**config.mk**
```make
export PLATFORM = sky130hd
export DESIGN_NAME = pwb_front
export DESIGN_NICKNAME = d
export VERILOG_FILES = /design/src/rtl/core/pwb_pkg.sv /design/src/rtl/core/pwb_front.sv
export SDC_FILE = /design/constraint.sdc
export NUM_CORES = 1
export LEC_CHECK = 0
export BUFFER_PORTS_ARGS = -buffer_cell sky130_fd_sc_hd__buf_4
export CAP_MARGIN = 20
export CORE_ASPECT_RATIO = 0.75
export CORE_MARGIN = 2
export CORE_UTILIZATION = 30
export CTS_CLUSTER_SIZE = 10
export DETAILED_ROUTE_END_ITERATION = 10
export PLACE_DENSITY = 0.78
export SETUP_SLACK_MARGIN = 0.5
export SYNTH_ARGS = -nofsm -noshare
export SYNTH_HDL_FRONTEND = slang
export SYNTH_SLANG_ARGS = --single-unit
```
**constraint.sdc**
```tcl
create_clock -name clk -period 0.9 [get_ports clk]
set_input_delay 0.18 -clock clk [delete_from_list [all_inputs] [get_ports clk]]
set_output_delay 0.18 -clock clk [all_outputs]
set_load 0.01 [all_outputs]
```
**src/rtl/core/pwb_pkg.sv**
```systemverilog
// Shared types and constants for the percentile white balance block.
package pwb_pkg;

    localparam int BINS = 256;
    localparam int CHANNELS = 3;
    localparam int BIN_W = $clog2(BINS);
    localparam int DEF_MAX_PIXELS_LOG2 = 24;
    localparam int PERMILLE_W = 10;
    localparam logic [PERMILLE_W-1:0] PERMILLE = 10'd1000;
    localparam int DISCARD_W = 9;
    localparam logic [DISCARD_W-1:0] DISCARD_RESET = 9'd50;
    localparam int PIX_W = 8;
    localparam int IN_DATA_W = 24;
    localparam int OUT_DATA_W = 72;
    localparam int QUEUE_DEPTH = 2;

    typedef enum logic [1:0] {
        ACT_CLEAR  = 2'd0,
        ACT_COUNT  = 2'd1,
        ACT_LIMITS = 2'd2,
        ACT_MAP    = 2'd3
    } action_t;

    typedef struct packed {
        action_t action;
        logic [PIX_W-1:0] red;
        logic [PIX_W-1:0] green;
        logic [PIX_W-1:0] blue;
    } cmd_t;

    typedef enum logic [3:0] {
        ST_CLEAR,
        ST_IDLE,
        ST_CNT_RD,
        ST_CNT_WR,
        ST_GOAL,
        ST_SCAN,
        ST_MAP_SETUP,
        ST_MAP_DIV,
        ST_EMIT
    } back_state_t;

    typedef struct packed {
        logic pop_ready;
        logic mem_we;
        logic emit;
    } back_ctrl_t;

endpackage

```
**src/rtl/core/pwb_front.sv**
```systemverilog
// Input side: accepts beats, decodes the action and holds the discard register.
module pwb_front (
    input  logic                          clk,
    input  logic                          rst_n,
    input  logic                          enable,
    input  logic                          s_tvalid,
    output logic                          s_tready,
    input  logic [pwb_pkg::IN_DATA_W-1:0] s_tdata,  // red, green, blue
    input  logic [1:0]                    s_tuser,  // action
    input  logic                          cfg_valid,
    output logic                          cfg_ready,
    input  logic [pwb_pkg::DISCARD_W-1:0] cfg_data,
    output logic                          push_valid,
    input  logic                          push_ready,
    output pwb_pkg::cmd_t                 push_cmd,
    output logic [pwb_pkg::DISCARD_W-1:0] discard
);
    import pwb_pkg::*;

    logic [DISCARD_W-1:0] discard_reg;

    assign cfg_ready = 1'b1;
    assign discard = discard_reg;
    assign s_tready = enable & push_ready;
    assign push_valid = enable & s_tvalid;

    always_comb
    begin
        push_cmd.action = action_t'(s_tuser);
        push_cmd.red = s_tdata[7:0];
        push_cmd.green = s_tdata[15:8];
        push_cmd.blue = s_tdata[23:16];
    end

    always_ff @(posedge clk or negedge rst_n)
    begin
        if (!rst_n)
        begin
            discard_reg <= DISCARD_RESET;
        end
        else if (cfg_valid && cfg_ready)
        begin
            discard_reg <= cfg_data;
        end
    end

endmodule

```
==> metrics, run 1 <==
area of the multi-input gates 156.4 um2; DIE WIDTH about 55 um; worst hold slack -271.9 ps; Layout area overhead 22.53%; # setup viols final 9; Yosys reg bits 9; Worst Path Required 720 ps; clock net sink count 9; via count 337; global-route usage over all layers 9.908%; CTS tree built; post-synth net total 90; cts bufs inserted 3; Seq/Total Area, Yosys 38.53%; post-route ant nets 0; Worst path top cell family by delay flip-flops; Reg2Reg Setup Slack about 10 ps; FF-to-FF path depth 2; final hold violation count 9; DR vias/cell 4.377; crit-path cells buf_6; gr ovfl total 0; Layout Skew 0 ps; initial detailed-routing violation count 3; Clock Root Buffer clkbuf_4; clock buffer depth 2; port bufs 25; Residual DRC 0; Max Cap Viol 0; maximum operating frequency 925.5 MHz; Critical Path Max Stage Delay approximately 540 ps; syn avg cell area between 10 and 15 um2; post-synth cell types 7; DIE AREA 2357 um2; CP Launch Type flip-flop; Final nets 97; Initial DRT Pass Iterations 2; largest net degree at the start of global routing 10; number of global-route vias before repair 375; post-route clock period utilization 120.1%; average wire per standard cell 12.49 um; first-pass GRT wire length around 1700 um; ant diodes 0; share of cells above drive strength 1 roughly 85%; Worst Hold Class in -> async; R2R Path Start discard[3]; status complete, but fails checks; Register Area 229.0 um2; DIE HEIGHT 42.55 um; WL final 962 um; DP Worst Slack 77.25 ps; synthesized area 594.3 um2; r2r endpoint discard[3]; fin. max-slew vios 0; total power divided by cell area 1533 nW/um2; clk_lat worst skew around 260 ps; DP Area 600.6 um2; crit path capture type primary output; non-filler cells, final between 70 and 80; Buf/Inv on CP 1; Leak 0.3684 nW; Initial Utilization 32.92%; dpl cells 68; min Tclk post-route 1081 ps; Worst EP arrival ~900 ps; site row count 13; htree depth 1; YS warnings 0; FILL cells 182; initial antenna violation count 0; number of flip-flops in the largest register 9; CORE AREA ~1800 um2; setup TNS -883.5 ps; CTS clock-pin slew for the worst setup and hold paths 60 ps; RSZ-0062 raised after global routing yes; IO Pins 79; worst setup margin -180.5 ps; Final Instance Area 728.2 um2; Placer Congestion 0.7256; Setup CP Type reg -> out; peak supply drop 675.1 uV; Mapped Cells 49; CP Max Fanout 2; failing checks hold timing, setup timing; Slowest-stage cell, CP dfstp_2; hpwl dp 702.6 um
[worst max path at each step]
| stage | startpoint | end | slack (ps) | depth (start not counted) |
|---|---|---|---|---|
| final | discard[5] | discard[5] | -180 | 1 |
| after global routing | discard[1] | discard[1] | -220 | 1 |
| after CTS | discard[5] | discard[5] | -190 | 1 |
| after detailed placement | cfg_valid | discard[7] | 80 | 2 |
| after global placement | cfg_valid | discard[3] | 90 | 2 |
| after floorplan | discard[0] | discard[0] | 120 | 1 |
[cells by family (layout without fill, tap and decap cells)]
kind of cell	after synthesis	after routing	share of synthesized area, %
buffers and inverters	28	34	36.00
AND/OR/NAND/NOR	2	2	2.105
multiplexers	9	9	22.74
flip-flops	9	9	38.53
other	1	1	0.6310
[final cells by class]
class | instances | share of cell area, %
clock buffer | 4 | 3.608
tap | 22 | 3.780
multi-input combinational | 12 | 21.48
sequential | 9 | 31.44
timing repair buffer | 30 | 39.69
[cell usage in the layout, fill, tap and decap left out]
master    instances
mux2_4            9
conb_1            1
buf_4            13
clkbuf_4          3
clkbuf_1          1
dfstp_2           3
dfrtp_1           6
and2_4            2
buf_6            17
[power breakdown]
group,switching (W),internal (W)
Sequential,0.0000308,0.000456
Combinational,0.0000869,0.000222
Clock,0.000149,0.000171
[metrics by stage]
stage | hold WS [ps] | power [W] | utilization [%]
2_1_floorplan | -115.6 | 0.0007536 | -
3_3_place_gp | 7.168 | 0.0007210 | 33.26
3_5_place_dp | 10.34 | 0.0007263 | 33.26
4_1_cts | -275.1 | 0.001130 | 39.92
5_1_grt | -282.3 | 0.001182 | 40.33
6_report | -271.9 | 0.001116 | 40.33
[timing repair]
action	in CTS	in global routing
gates resized for setup	15	2
buffers inserted	5	0
endpoints found under the setup margin	20	20
hold endpoints to repair	9	9
pin swaps	2	1
[routing by layer]
metal | vias up | track usage, % | routed length, um
met4 | 0 | 5.854 | 12
met3 | 2 | 8.951 | 141
met1 | 157 | 9.381 | 374
met2 | 39 | 14.29 | 433
met5 | - | 0 | 0
li1 | 139 | - | -
[synthesized netlist by cell type]
cell type	instances	area, um2
and2_1	2	12.51
buf_4	27	202.7
buf_6	1	11.26
conb_1	1	3.750
dfrtp_1	6	150.1
dfstp_2	3	78.83
mux2_4	9	135.1
No activity file was read; power rests on OpenSTA's default activity.
==> run 2: changes to the inputs <==
--- a/config.mk
+++ b/config.mk
@@ -5,15 +5,17 @@
 export SDC_FILE = /design/constraint.sdc
 export NUM_CORES = 1
 export LEC_CHECK = 0
+export ABC_AREA = 1
 export BUFFER_PORTS_ARGS = -buffer_cell sky130_fd_sc_hd__buf_4
 export CAP_MARGIN = 20
 export CORE_ASPECT_RATIO = 0.75
 export CORE_MARGIN = 2
-export CORE_UTILIZATION = 30
+export CORE_UTILIZATION = 29
 export CTS_CLUSTER_SIZE = 10
 export DETAILED_ROUTE_END_ITERATION = 10
-export PLACE_DENSITY = 0.78
+export PLACE_DENSITY = 0.77
 export SETUP_SLACK_MARGIN = 0.5
 export SYNTH_ARGS = -nofsm -noshare
 export SYNTH_HDL_FRONTEND = slang
 export SYNTH_SLANG_ARGS = --single-unit
+export TNS_END_PERCENT = 30
==> metrics, run 2 <==
ant diodes 0 (unchanged); Layout Utilization 40.07% (-0.26 points); DIE WIDTH 55.05 um (-0.62%); Layout area overhead 26.49%; fin. max-slew vios 0 (unchanged); via count 394 (+17%); clock net sink count 9 (unchanged); clock buffer depth 2 (unchanged); total power divided by cell area 1460 nW/um2 (-4.7%); maximum operating frequency 927.9 MHz (+0.26%); worst hold slack -266.4 ps (+5.470 ps); IO Pins 79 (unchanged); CORE AREA 1789 um2 (-0.90%); Setup CP Type reg -> out; Critical Path Max Stage Delay 540 ps (about the same); top cell type's share of synthesized area 35.76% (+1.7 points); CTS clock-pin slew for the worst setup and hold paths 60 ps (about the same); # setup viols final 9 (unchanged); crit-path cells buf_6; htree depth 1 (unchanged); Yosys reg bits 9 (unchanged); post-route clock period utilization 119.7% (-0.31 points); average wire per standard cell 10.67 um (-15%); synth cell count leaders nand2_1, buf_4, dfrtp_1, dfstp_2, inv_1; Leak 0.3982 nW (+8.1%); Layout Skew 0 ps (unchanged); peak supply drop 615.2 uV (-8.9%); CP Launch Type flip-flop; initial antenna violation count 0 (unchanged); EDFF count, synth 0 (unchanged); crit path capture type primary output; Seq/Total Area, Yosys 40.40% (+1.9 points); CP Max Fanout 2 (unchanged); RSZ-0062 raised after global routing yes; number of flip-flops in the largest register 9 (unchanged); Mapped Cells 70 (+43%); CTS tree built; post-synth net total 111 (+23%); site row count 13 (unchanged); Top FF cell, synth dfrtp_1; DR vias/cell 4.020 (-8.1%); FILL cells 198 (+8.8%); cts bufs inserted 3 (unchanged); Buf/Inv on CP 1 (unchanged); most common cell after layout, fill and taps aside nand2_1; status complete, but fails checks; global-route usage over all layers 10.15% (+0.24 points); Worst path top cell family by delay flip-flops; DIE HEIGHT 42.29 um (-0.61%); Max Cap Viol 0 (unchanged); asr flop ratio synth 100.0% (unchanged); final hold violation count 9 (unchanged); first-pass GRT wire length 1635 um (-5.9%); Initial Utilization 31.68% (-1.2 points); Final nets 118 (+22%); area leader, netlist buf_4; largest net degree at the start of global routing 11 (+1); most frequent cells in the layout nand2_1, buf_4, buf_6; DP Worst Slack 94.36 ps (+17.12 ps); Worst Path Required 720 ps (about the same); Slowest-stage cell, CP dfstp_2; post-route ant nets 0 (unchanged); worst setup margin -177.7 ps (+2.808 ps); Clock Root Buffer clkbuf_4; Placer Congestion 0.6536 (-9.9%); number of global-route vias before repair 412 (+9.9%); gr ovfl total 0 (unchanged); Residual DRC 0 (unchanged); WL final 1046 um (+8.7%); Worst EP arrival 900 ps (about the same); share of cells above drive strength 1 59.21% (-26 points); syn avg cell area 8.097 um2 (-33%); Initial DRT Pass Iterations 3 (+1); port bufs 25 (unchanged); DIE AREA 2328 um2 (-1.2%); Worst Hold Class in -> async; initial detailed-routing violation count 2 (-1); post-synth cell types 8 (+1); hpwl dp 764.4 um (+8.8%); Synth area leaders buf_4, dfrtp_1, nand2_1; YS warnings 0 (unchanged); most common cell in the netlist nand2_1; min Tclk post-route 1078 ps (-2.808 ps); failing checks hold timing, setup timing; synthesized area 566.8 um2 (-4.6%); clk_lat worst skew 260 ps (about the same)
-- run 2: cell count changes in the layout (fill, tap and decap cells not counted), sizes merged --
cell | before | now
and2 | 2 | 0
nand2 | 0 | 29
mux2 | 9 | 0
inv | 0 | 3
-- run 2: cell type report --
| type | instances | area (um2) | area share (%) |
|---|---|---|---|
| well taps | 22 | 27.53 | 3.839 |
| multi-input cells | 30 | 137.6 | 19.20 |
| flip-flops and latches | 9 | 229.0 | 31.94 |
| repair buffers | 30 | 285.3 | 39.79 |
| clock buffers | 4 | 26.28 | 3.665 |
| inverters | 3 | 11.26 | 1.571 |
-- run 2: layer usage --
| layer | track usage (%) | wire length [um] | part of all wire, % | up-vias |
|---|---|---|---|---|
| met5 | 0 | 0 | 0 | - |
| met3 | 5.357 | 104 | 9.9 | 12 |
| met4 | 9.268 | 46 | 4.4 | 0 |
| met1 | 8.952 | 346 | 33 | 174 |
| li1 | - | - | - | 188 |
| met2 | 15.95 | 548 | 52 | 20 |
-- run 2: power breakdown --
part           total [W]  leakage [nW]  internal [W]  switching (W)
sequential      0.000475         0.105      0.000450      0.0000245
clock           0.000303        0.0150      0.000170       0.000133
combinational   0.000269         0.279      0.000165       0.000104
-- run 2: kinds of logic (layout without fill, tap and decap cells) --
kind of cell  Yosys count  in the layout  share of synthesized area [%]
buf+inv                31             37                          39.73
simple gates           29             29                          19.20
flops                   9              9                          40.40
other cells             1              1                         0.6616
-- run 2: worst paths after layout --
check                             from    endpoint  slack, ps  depth (start not counted)
hold reg to reg             discard[4]  discard[4]        460                          2
hold / removal                   rst_n  discard[8]       -270                          1
setup reg to reg            discard[3]  discard[3]        180                          3
min in group clk           cfg_data[8]  discard[8]        120                          3
setup / recovery            discard[5]  discard[5]       -180                          1
max in group asynchronous        rst_n  discard[1]        950                          1
-- run 2: what timing repair did --
action	in CTS	in global routing
gates cloned	0	0
pin swaps	11	8
buffers inserted	2	3
endpoints found under the setup margin	20	20
endpoints found under the hold margin	9	9
gates resized for setup	19	7
-- run 2: per-stage QoR --
stage                     total power [W]  cell area (um2)  hold slack [ps]  TNS (ps)  std cells
after detailed placement        0.0006686            568.0            10.55         0         89
final                            0.001047            716.9           -266.4    -786.4         98
after global routing             0.001132            716.9           -287.0     -1178         98
after global placement          0.0006630            568.0            5.595         0         89
after floorplan                 0.0006671            566.8           -115.6         0         70
after CTS                        0.001037            669.4           -274.2    -923.5         95
