`config.mk`:
```
export PLATFORM = sky130hd
export DESIGN_NAME = pwb_queue
export DESIGN_NICKNAME = d
export VERILOG_FILES = /design/src/rtl/core/pwb_pkg.sv /design/src/rtl/core/pwb_queue.sv
export SDC_FILE = /design/constraint.sdc
export NUM_CORES = 1
export LEC_CHECK = 0
export ABC_AREA = 1
export BUFFER_PORTS_ARGS = -buffer_cell sky130_fd_sc_hd__buf_2
export CORE_ASPECT_RATIO = 2
export CORE_MARGIN = 8
export CORE_UTILIZATION = 51
export DETAILED_ROUTE_END_ITERATION = 10
export PLACE_DENSITY = 0.9
export SETUP_SLACK_MARGIN = 0.15
export SLEW_MARGIN = 20
export SYNTH_ARGS = -nofsm -noshare
export SYNTH_HDL_FRONTEND = slang
export SYNTH_SLANG_ARGS = --single-unit
```
`constraint.sdc`:
```
create_clock -name clk -period 2.25 [get_ports clk]
set_input_delay 0.1125 -clock clk [delete_from_list [all_inputs] [get_ports clk]]
set_output_delay 0.1125 -clock clk [all_outputs]
set_load 0.1 [all_outputs]
```
`src/rtl/core/pwb_pkg.sv`:
```
// Shared types and constants for the percentile white balance block.
package pwb_pkg;

    localparam int BINS = 256;
    localparam int CHANNELS = 3;
    localparam int BIN_W = $clog2(BINS);
    localparam int DEF_MAX_PIXELS_LOG2 = 24;
    localparam int PERMILLE_W = 10;
    localparam logic [PERMILLE_W-1:0] PERMILLE = 10'd1000;
    localparam int DISCARD_W = 9;
    localparam logic [DISCARD_W-1:0] DISCARD_RESET = 9'd50;
    localparam int PIX_W = 8;
    localparam int IN_DATA_W = 24;
    localparam int OUT_DATA_W = 72;
    localparam int QUEUE_DEPTH = 2;

    typedef enum logic [1:0] {
        ACT_CLEAR  = 2'd0,
        ACT_COUNT  = 2'd1,
        ACT_LIMITS = 2'd2,
        ACT_MAP    = 2'd3
    } action_t;

    typedef struct packed {
        action_t action;
        logic [PIX_W-1:0] red;
        logic [PIX_W-1:0] green;
        logic [PIX_W-1:0] blue;
    } cmd_t;

    typedef enum logic [3:0] {
        ST_CLEAR,
        ST_IDLE,
        ST_CNT_RD,
        ST_CNT_WR,
        ST_GOAL,
        ST_SCAN,
        ST_MAP_SETUP,
        ST_MAP_DIV,
        ST_EMIT
    } back_state_t;

    typedef struct packed {
        logic pop_ready;
        logic mem_we;
        logic emit;
    } back_ctrl_t;

endpackage

```
`src/rtl/core/pwb_queue.sv`:
```
// Two-entry command queue between the front and the back.
module pwb_queue (
    input  logic          clk,
    input  logic          rst_n,
    input  logic          push_valid,
    output logic          push_ready,
    input  pwb_pkg::cmd_t push_cmd,
    output logic          pop_valid,
    input  logic          pop_ready,
    output pwb_pkg::cmd_t pop_cmd
);
    import pwb_pkg::*;

    cmd_t entry_reg [QUEUE_DEPTH];
    logic [1:0] count_reg;
    logic wr_ptr_reg;
    logic rd_ptr_reg;
    logic do_push;
    logic do_pop;

    assign push_ready = (count_reg != 2'(QUEUE_DEPTH));
    assign pop_valid = (count_reg != 2'd0);
    assign pop_cmd = entry_reg[rd_ptr_reg];
    assign do_push = push_valid & push_ready;
    assign do_pop = pop_valid & pop_ready;

    always_ff @(posedge clk)
    begin
        if (do_push)
        begin
            entry_reg[wr_ptr_reg] <= push_cmd;
        end
    end

    always_ff @(posedge clk or negedge rst_n)
    begin
        if (!rst_n)
        begin
            count_reg <= 2'd0;
            wr_ptr_reg <= 1'b0;
            rd_ptr_reg <= 1'b0;
        end
        else
        begin
            if (do_push)
            begin
                wr_ptr_reg <= ~wr_ptr_reg;
            end
            if (do_pop)
            begin
                rd_ptr_reg <= ~rd_ptr_reg;
            end
            if (do_push && !do_pop)
            begin
                count_reg <= count_reg + 2'd1;
            end
            else if (do_pop && !do_push)
            begin
                count_reg <= count_reg - 2'd1;
            end
        end
    end

endmodule

```
==> impl_metrics.csv, run 1 <==
group,metric,value,unit
outcome,status,"finished, final reports clean",
global_route,antenna_found_initial,0,
yosys,ys_ff_latch,56,
worst_setup_path,cp_slowest_cell,"dfrtp_1",
drt,drt_iter0_drc,34,
clocking,cts_hold_buf,9,
place,portBuffers,57,
yosys,ys_types,16,
timing,fin_crit_sh,0.8169,
cells_and_area,area_delta_synth_final,26.64,%
worst_setup_path,cp.required,2.14,ns
cells_and_area,drive_gt1_frac,0.3265,
drt,vias,1377,
flow_run,maxCapViolations,0,
timing,drv_slew,0,
floorplanning,core-area,4088,sq um
floorplanning,die_w,61.98,um
global_route,track_usage,0.1308,
clocking,ctsResizeCount,0,
drt,vias_per_cell,4.636,
cells_and_area,seqCellArea,1662,sq um
global_route,grt_pass1_vias,1385,
timing,final-setup-viol-count,0,
worst_setup_path,path_cells,"buf_4 > nand2_1 > nand2_1 > buf_2",
clocking,numCtsBuffers,5,
floorplanning,die_h,107.9,um
timing,hold_viol,0,
yosys,syn_nets,195,
yosys,synth_area,2156,sq um
cells_and_area,n_antenna_cell,0,
floorplanning,rows,33,
cells_and_area,fillers,304,
global_route,grt_max_degree,28,
worst_setup_path,cp_max_fo,11,
cells_and_area,nets,275,
clocking,post_cts_buffers,0,
timing,fin_skew,0.003993,ns
drt,drc,0,
clocking,cts_sinks,56,
timing,min_period,1.838,ns
floorplanning,die_area,6690,sq um
worst_setup_path,crit_arrival,1.73,ns
drt,drtPass1Iterations,4,
cells_and_area,largest_reg_flops,52,
global_route,grt_pass1_wl,6375,um
yosys,syn_inst,164,
clocking,h-tree-depth,2,
clocking,insertion_delay,0.29,ns
global_route,grt-ovfl-total,0,
clocking,clock_path_buffers,2,
timing,fmax,544.1,MHz
yosys,ys_seq_area_frac,0.7707,
drt,drt-total-wl,3991,um
floorplanning,ioPinCount,58,
timing,slew_headroom,0.6699,
clocking,cts_tree,"yes",
worst_hold_path,hold_class,"input pin to register",
place,dp_hpwl,3000,um
place,gp_congestion,0.7625,
worst_setup_path,cp_slowest_stage_delay,0.60,ns
drt,ant_nets,0,
clocking,path_clk_slew,0.08,ns
worst_setup_path,endpoint_kind,"output pin",
timing,worst_pin_slew,0.4985,ns
clocking,cts_root_buf,"clkbuf_8",
worst_setup_path,crit_top_cell,"nand2_1",
timing,finalSetupTns,0,ns
worst_hold_path,worstHoldPathCells,1,
drt,routedWlPerCell,13.44,um
worst_setup_path,rr_worst_depth,9,
worst_setup_path,setup.worst_path.start_class,"register",
timing,rsz0062_at_grt,"no",
floorplanning,start_util,0.5274,
yosys,syn_area_per_cell,13.15,sq um
worst_setup_path,crit_type,"register to output pin",
timing,hold_ws,0.006615,ns
cells_and_area,multiInputGateArea,409.1,sq um
yosys,ys_warn_count,0,
through the flow:
| stage | setup slack, ns | cell area (sq um) | instances | utilization |
|---|---|---|---|---|
| after CTS | 0.3858 | 2670 | 291 | 0.6532 |
| after floorplan | 0.1338 | 2161 | 164 | - |
| final | 0.4120 | 2730 | 297 | 0.6679 |
| after global placement | 0.7476 | 2500 | 274 | 0.6116 |
| after detailed placement | 0.7206 | 2500 | 274 | 0.6116 |
| after global routing | 0.2995 | 2730 | 297 | 0.6679 |
final timing paths:
| path | startpoint | to | slack [ns] |
|---|---|---|---|
| min in group asynchronous | rst_n | count_reg[0] | 0.15 |
| worst min-delay path | push_cmd[6] | entry_reg[1][6] | 0.007 |
| worst max register to register | count_reg[0] | count_reg[1] | 0.80 |
| worst min register to register | count_reg[0] | count_reg[0] | 0.53 |
| worst max-delay path | rd_ptr_reg | pop_cmd[14] | 0.41 |
| max in group asynchronous | rst_n | wr_ptr_reg | 1.98 |
layer usage:
layer  global-route usage  up-vias  part of all wire
met5                    0        -                 0
met4              0.07553        0             0.029
met3              0.02616        7             0.049
met2               0.2435       39              0.61
met1               0.1201      631              0.32
li1                     -      700                 -
synthesized netlist by cell type (all sizes together):
cell type  number  share of area
nand3           2         0.0046
xnor2           1         0.0041
edfxtp         52           0.72
nand2          88           0.16
ha              1         0.0058
xor2            1         0.0041
nor2            2         0.0035
dfrtp           4          0.046
nand4           1         0.0029
inv             7          0.016
buf             5          0.026
logic make-up (layout without fill, tap and decap cells):
logic type	count (synthesis)	after routing	share of synthesized area
buffers and inverters	12	93	0.04178
DFF	56	56	0.7708
xor gates and xnor gates	2	2	0.008127
adders and majority gates	1	1	0.005803
and+or+nand+nor	93	93	0.1735
worst max-delay path: cells and delay by family, from the launching register on:
kind	cells	cell delay [ns]
buffers and inverters	2	0.68
flip-flops	1	0.60
AND/OR/NAND/NOR	2	0.14
cells in the final DEF (no fill, tap or decap):
cell,Yosys,routed
clkbuf_1,0,2
nand2_2,8,8
buf_4,1,6
clkbuf_8,0,5
buf_2,0,57
nor2_2,0,2
xnor2_1,1,1
ha_1,1,1
xor2_1,1,1
nand2_1,80,80
inv_2,1,1
nand3_1,2,2
dfrtp_1,4,4
inv_1,5,5
edfxtp_1,52,52
dlygate4sd3_1,0,15
inv_8,1,1
nand4_1,1,1
clkinv_1,0,1
area by class of cell:
| cell class | count | area share |
|---|---|---|
| clock buffer | 7 | 0.02796 |
| timing repair buffer | 78 | 0.1760 |
| inverter | 7 | 0.01237 |
| sequential | 56 | 0.6086 |
| tap | 52 | 0.02383 |
| clock inverter | 1 | 0.001375 |
| multi-input combinational | 96 | 0.1499 |
Power of run 1 is left out: the tool's default activity adds up to more than one toggle a clock period on the data nets, which glitch-free logic cannot reach.
==> inputs of run 2 (changes only) <==
Settings changed: ABC_AREA 1 to 0.
Clock period 2.25 ns to 1.9 ns, I/O delays scaled along.
==> run 2 against run 1 <==
Compared with the run above:
- global-route usage up 0.25 points
- critical path depth down 1
- cell area up 21%
- clock skew up 0.0077 ns
- synthesized area up 0.70%
- die area up 0.56%
- sequential cell count unchanged
- register-to-register slack worse by 0.46 ns
==> impl_metrics.csv, run 2 <==
group,metric,value,unit
outcome,status,"finished, final reports clean",
timing,drv_slew,0,
timing,fin_crit_sh,0.8559,
worst_setup_path,cp.required,1.80,ns
drt,drc,0,
global_route,grt-ovfl-total,0,
timing,hold_viol,0,
yosys,syn_nets,130,
yosys,ys.flop_type,"edfxtp_1",
drt,routedWlPerCell,18.25,um
floorplanning,ioPinCount,58,
floorplanning,die_area,6727,sq um
yosys,yosysMostFrequentCell,"edfxtp_1",
timing,fmax,615.0,MHz
cells_and_area,final_cell_mix,"edfxtp_1 (52), buf_2 (31), dlygate4sd3_1 (27), buf_12 (27), mux2_4 (19)",
timing,slew_headroom,0.6699,
worst_setup_path,rr_worst_depth,6,
timing,min_period,1.626,ns
floorplanning,start_util,0.5311,
floorplanning,die_h,108.3,um
drt,ant_nets,0,
yosys,synth_edf_count,52,
drt,drt_iter0_drc,24,
clocking,cts_sinks,56,
place,dp.cells,210,
yosys,netlist_top_cells_area,"edfxtp_1 (72%), mux2_4 (13%), dfrtp_1 (4.6%)",
timing,final-setup-viol-count,0,
timing,worst_pin_slew,0.4985,ns
worst_setup_path,crit_type,"register to output pin",
floorplanning,rows,33,
worst_hold_path,hp-start,"pop_ready",
worst_setup_path,r2r_start,"count_reg[0]",
place,gp_congestion,0.6892,
global_route,track_usage,0.1333,
worst_setup_path,crit_arrival,1.53,ns
worst_hold_path,hold_class,"input pin to register",
cells_and_area,nets,223,
worst_setup_path,cp_max_fo,24,
cells_and_area,final_common_cell,"edfxtp_1",
global_route,grt_max_degree,25,
yosys,synth_top_area_share,0.7193,
cells_and_area,final_cells,245,
yosys,ys_types,15,
clocking,insertion_delay,0.30,ns
cells_and_area,area_delta_synth_final,51.59,%
cells_and_area,n_antenna_cell,0,
cells_and_area,fillers,193,
drt,vias,1169,
global_route,busiest_layer,"met2",
clocking,numCtsBuffers,5,
clocking,post_cts_buffers,0,
cells_and_area,drive_gt1_frac,0.5181,
clocking,h-tree-depth,2,
floorplanning,die_w,62.14,um
clocking,cts_root_buf,"clkbuf_8",
cells_and_area,largest_reg_flops,52,
yosys,synth_area_leader_cell,"edfxtp_1",
worst_setup_path,setup.worst_path.start_class,"register",
place,portBuffers,57,
global_route,grt_pass1_wl,6872,um
worst_setup_path,endpoint_kind,"output pin",
flow_run,maxCapViolations,0,
drt,drt-total-wl,4471,um
yosys,synth_area,2171,sq um
yosys,ys_ff_latch,56,
floorplanning,core-area,4088,sq um
worst_setup_path,cp-startpoint,"rd_ptr_reg",
global_route,grt_pass1_vias,1361,
yosys,syn_inst,99,
drt,drtPass1Iterations,4,
global_route,antenna_found_initial,0,
yosys,ys_warn_count,0,
place,dp_hpwl,3268,um
clocking,clock_path_buffers,2,
timing,fin_skew,0.01165,ns
clocking,path_clk_slew,0.08,ns
yosys,ys_seq_area_frac,0.7654,
global_route,met1_usage,0.1157,
timing,finalSetupTns,0,ns
timing,rsz0062_at_grt,"no",
yosys,yosys-top-cells-count,"edfxtp_1 (52), mux2_4 (19), mux2_2 (7)",
worst_hold_path,worstHoldPathCells,3,
global_route,met3_usage,0.03727,
global_route,grt_util_met2,0.2703,
clocking,cts_tree,"yes",
drt,vias_per_cell,4.771,
yosys,syn_area_per_cell,21.93,sq um
yosys,async_flop_share,0.07143,
==> run 2: kinds of logic after synthesis <==
| group | count (synthesis) | share of synthesized area |
|---|---|---|
| XOR/XNOR | 5 | 0.02018 |
| adder cells (fa/ha/maj) | 1 | 0.005763 |
| buffers and inverters | 4 | 0.02536 |
| flip-flops | 56 | 0.7654 |
| multiplexers | 26 | 0.1677 |
| AND/OR/NAND/NOR | 7 | 0.01557 |
==> run 2: cell type report <==
cell class	instances	area, sq um	share of cell area
sequential	56	1663	0.5053
multi-input combinational	39	473.0	0.1437
clock buffer	7	86.33	0.02624
tap	52	65.06	0.01977
clock inverter	1	3.754	0.001141
timing repair buffer	89	996.0	0.3027
inverter	1	3.754	0.001141
==> run 2: routing by layer <==
metal,part of all wire,vias to the layer above
li1,-,562
met1,0.35,571
met2,0.60,32
met3,0.041,4
met4,0.011,0
met5,0,-
==> run 2: final timing paths <==
kind | endpoint | slack (ns)
worst max-delay path | pop_cmd[19] | 0.27
worst min-delay path | rd_ptr_reg | 0.11
worst max register to register | count_reg[1] | 0.34
worst min register to register | count_reg[0] | 0.54
max in group asynchronous | rd_ptr_reg | 1.65
min in group asynchronous | wr_ptr_reg | 0.12
==> run 2: what timing repair did <==
| action | CTS | global route |
|---|---|---|
| endpoints found under the hold margin | 56 | 0 |
| setup endpoints to repair | 0 | 7 |
| hold buffers | 27 | 0 |
| resized for setup | 0 | 1 |
==> run 2: critical path: stages, from the launching register on <==
cell     delay, ns
dfrtp_2       0.45
buf_12        0.22
mux2_2        0.39
buf_12        0.17
==> run 2: stage by stage <==
stage,util,cell area [sq um],hold slack (ns),setup slack (ns)
finish,0.8050,3291,0.1142,0.2739
global route,0.8050,3291,0.1102,0.2087
CTS,0.8047,3289,0.09316,0.1891
detailed placement,0.7166,2929,-0.09895,0.3435
global placement,0.7166,2929,-0.1033,0.4759
floorplan,-,2190,-0.2006,0.1725
Power of run 2 is left out for the same reason.
==> inputs of run 3 (changes only) <==
--- a/config.mk
+++ b/config.mk
@@ -10,5 +10,6 @@
 export CORE_ASPECT_RATIO = 2
-export CORE_MARGIN = 8
+export CORE_MARGIN = 2
 export CORE_UTILIZATION = 51
 export DETAILED_ROUTE_END_ITERATION = 10
+export MAX_ROUTING_LAYER = met4
 export PLACE_DENSITY = 0.9
==> constraint.sdc (replaced) <==
create_clock -name clk -period 1.9 [get_ports clk]
set_input_delay 0.38 -clock clk [delete_from_list [all_inputs] [get_ports clk]]
set_output_delay 0.38 -clock clk [all_outputs]
set_load 0.1 [all_outputs]
==> run 3 against run 2 <==
Compared with the run above:
- cell count fell by 9.8%
- cell area fell by 6.1%
- first-iteration DRC count up 8.3%
- sequential cell count unchanged
- setup slack worse by 0.20 ns
- fmax down 11%
- die area down 28%
- sequential share of layout area up 3.3 points
- clock skew down 0.0055 ns
- non-clock buffer count down 24
- routed wire length fell by 12%
- core utilization decreased by 4.9 points
==> impl_metrics.csv, run 3 (synthesized netlist as in run 2, its figures left out) <==
group,metric,value,unit
outcome,status,"finished, final reports clean",
global_route,grt_pass1_wl,6141,um
floorplanning,die_h,96.27,um
timing,rsz0062_at_grt,"yes",
clocking,clock_path_buffers,2,
worst_setup_path,crit_top_cell,"buf_12",
worst_setup_path,cp_slowest_stage_delay,0.44,ns
cells_and_area,final_cell_mix,"edfxtp_1 (52), buf_2 (29), buf_12 (27), mux2_4 (19), mux2_2 (7)",
worst_hold_path,hold_class,"input pin to register",
drt,vias,1110,
worst_hold_path,hp-start,"push_cmd[9]",
worst_setup_path,cp.required,1.52,ns
timing,fmax,547.8,MHz
cells_and_area,postLayoutCoreUtil,0.7557,
timing,setup_slack,0.07464,ns
global_route,grt-ovfl-total,0,
clocking,cts_root_buf,"clkbuf_8",
clocking,path_clk_slew,0.09,ns
place,dp_hpwl,3069,um
global_route,grt_pass1_vias,1270,
worst_setup_path,rr_worst_depth,6,
worst_hold_path,min_to,"entry_reg[1][9]",
timing,drv_slew,0,
drt,ant_nets,0,
floorplanning,core-area,4088,sq um
place,gp_congestion,0.6672,
clocking,h-tree-depth,2,
timing,fin_skew,0.006194,ns
drt,top_layer_used,"met4",
timing,slew_headroom,0.7923,
cells_and_area,drive_gt1_frac,0.6095,
worst_hold_path,worstHoldPathCells,1,
floorplanning,start_util,0.5311,
timing,worst_pin_slew,0.3109,ns
place,place_ws,0.3447,ns
clocking,insertion_delay,0.30,ns
worst_setup_path,rr_endpoint,"count_reg[1]",
drt,vias_per_cell,5.023,
worst_setup_path,path_buf_inv,2,
cells_and_area,nets,199,
timing,fin_crit_sh,0.9607,
clocking,cts_tree,"yes",
timing,finalSetupTns,0,ns
cells_and_area,final_common_cell,"edfxtp_1",
flow_run,maxCapViolations,0,
clocking,cts_sinks,56,
cells_and_area,area_delta_synth_final,42.31,%
timing,final-setup-viol-count,0,
drt,drc,0,
worst_setup_path,r2r_start,"count_reg[0]",
floorplanning,ioPinCount,58,
timing,min_period,1.825,ns
timing,hold_viol,0,
drt,drtPass1Iterations,4,
worst_setup_path,crit_family,"flip-flops",
clocking,numCtsBuffers,5,
worst_setup_path,cp_slowest_cell,"dfrtp_2",
cells_and_area,largest_reg_flops,52,
global_route,track_usage,0.1818,
drt,drt-total-wl,3925,um
clocking,post_cts_buffers,0,
worst_setup_path,crit_arrival,1.45,ns
drt,drt_iter0_drc,26,
drt,wl_met2,2510,um
worst_setup_path,path_cells,"buf_12 > mux2_2 > buf_12",
worst_setup_path,rrSetupSlack,0.31,ns
global_route,grt_max_degree,18,
cells_and_area,n_antenna_cell,0,
worst_setup_path,setup.worst_path.start_class,"register",
drt,routedWlPerCell,17.76,um
worst_setup_path,endpoint_kind,"output pin",
floorplanning,die_w,50.14,um
drt,met1_length,1201,um
floorplanning,die_area,4826,sq um
worst_setup_path,cp_max_fo,9,
drt,wl_met3,165,um
place,portBuffers,57,
global_route,antenna_found_initial,0,
floorplanning,rows,33,
worst_setup_path,crit_type,"register to output pin",
run 3: cell types whose count changed in the layout (fill, tap and decap cells not counted), sizes merged:
cell	previous run	this run
clkbuf	7	8
bufinv	0	1
dlygate4sd3	27	1
run 3: timing repair:
action	in CTS	in global routing
hold buffers	1	0
endpoints found under the hold margin	4	0
gates resized for setup	0	5
endpoints found under the setup margin	26	28
gates cloned	0	1
run 3: cell type report:
cell class / count / area, sq um
Clock inverter: 2 / 35.03
Tap cell: 52 / 65.06
Clock buffer: 6 / 72.57
Timing Repair Buffer: 65 / 777.0
Inverter: 1 / 3.754
Sequential cell: 56 / 1663
Multi-Input combinational cell: 39 / 473.0
Fill cell: 237 / 998.5
run 3: how the worst max path moves through the flow:
stage | cells after the start | end | startpoint
floorplan | 6 | count_reg[1] | count_reg[0]
global placement | 3 | pop_cmd[2] | rd_ptr_reg
detailed placement | 6 | count_reg[1] | count_reg[0]
CTS | 3 | pop_cmd[21] | rd_ptr_reg
global route | 3 | pop_cmd[3] | rd_ptr_reg
finish | 3 | pop_cmd[21] | rd_ptr_reg
run 3: metrics by stage:
step                cell area (sq um)  std cells  hold slack [ns]
global route                     3089        221           0.2483
global placement                 2937        211           0.1896
CTS                              3054        220           0.2599
detailed placement               2937        211           0.1903
floorplan                        2190         99          0.08441
finish                           3089        221           0.2653
run 3: per-layer routing:
| layer | vias up | GRT usage |
|---|---|---|
| li1 | 514 | - |
| met1 | 559 | 0.1801 |
| met2 | 33 | 0.3366 |
| met3 | 4 | 0.03727 |
| met4 | 0 | 0.07407 |
| met5 | - | - |
run 3: worst register-to-register path, stage by stage, from the launching register on:
cell,delay (ns)
dfrtp_1,0.44
or2_2,0.33
nand2_1,0.12
ha_1,0.19
xor2_1,0.18
nor2_1,0.07
xor2_1,0.15
Power of run 3 is left out for the same reason.
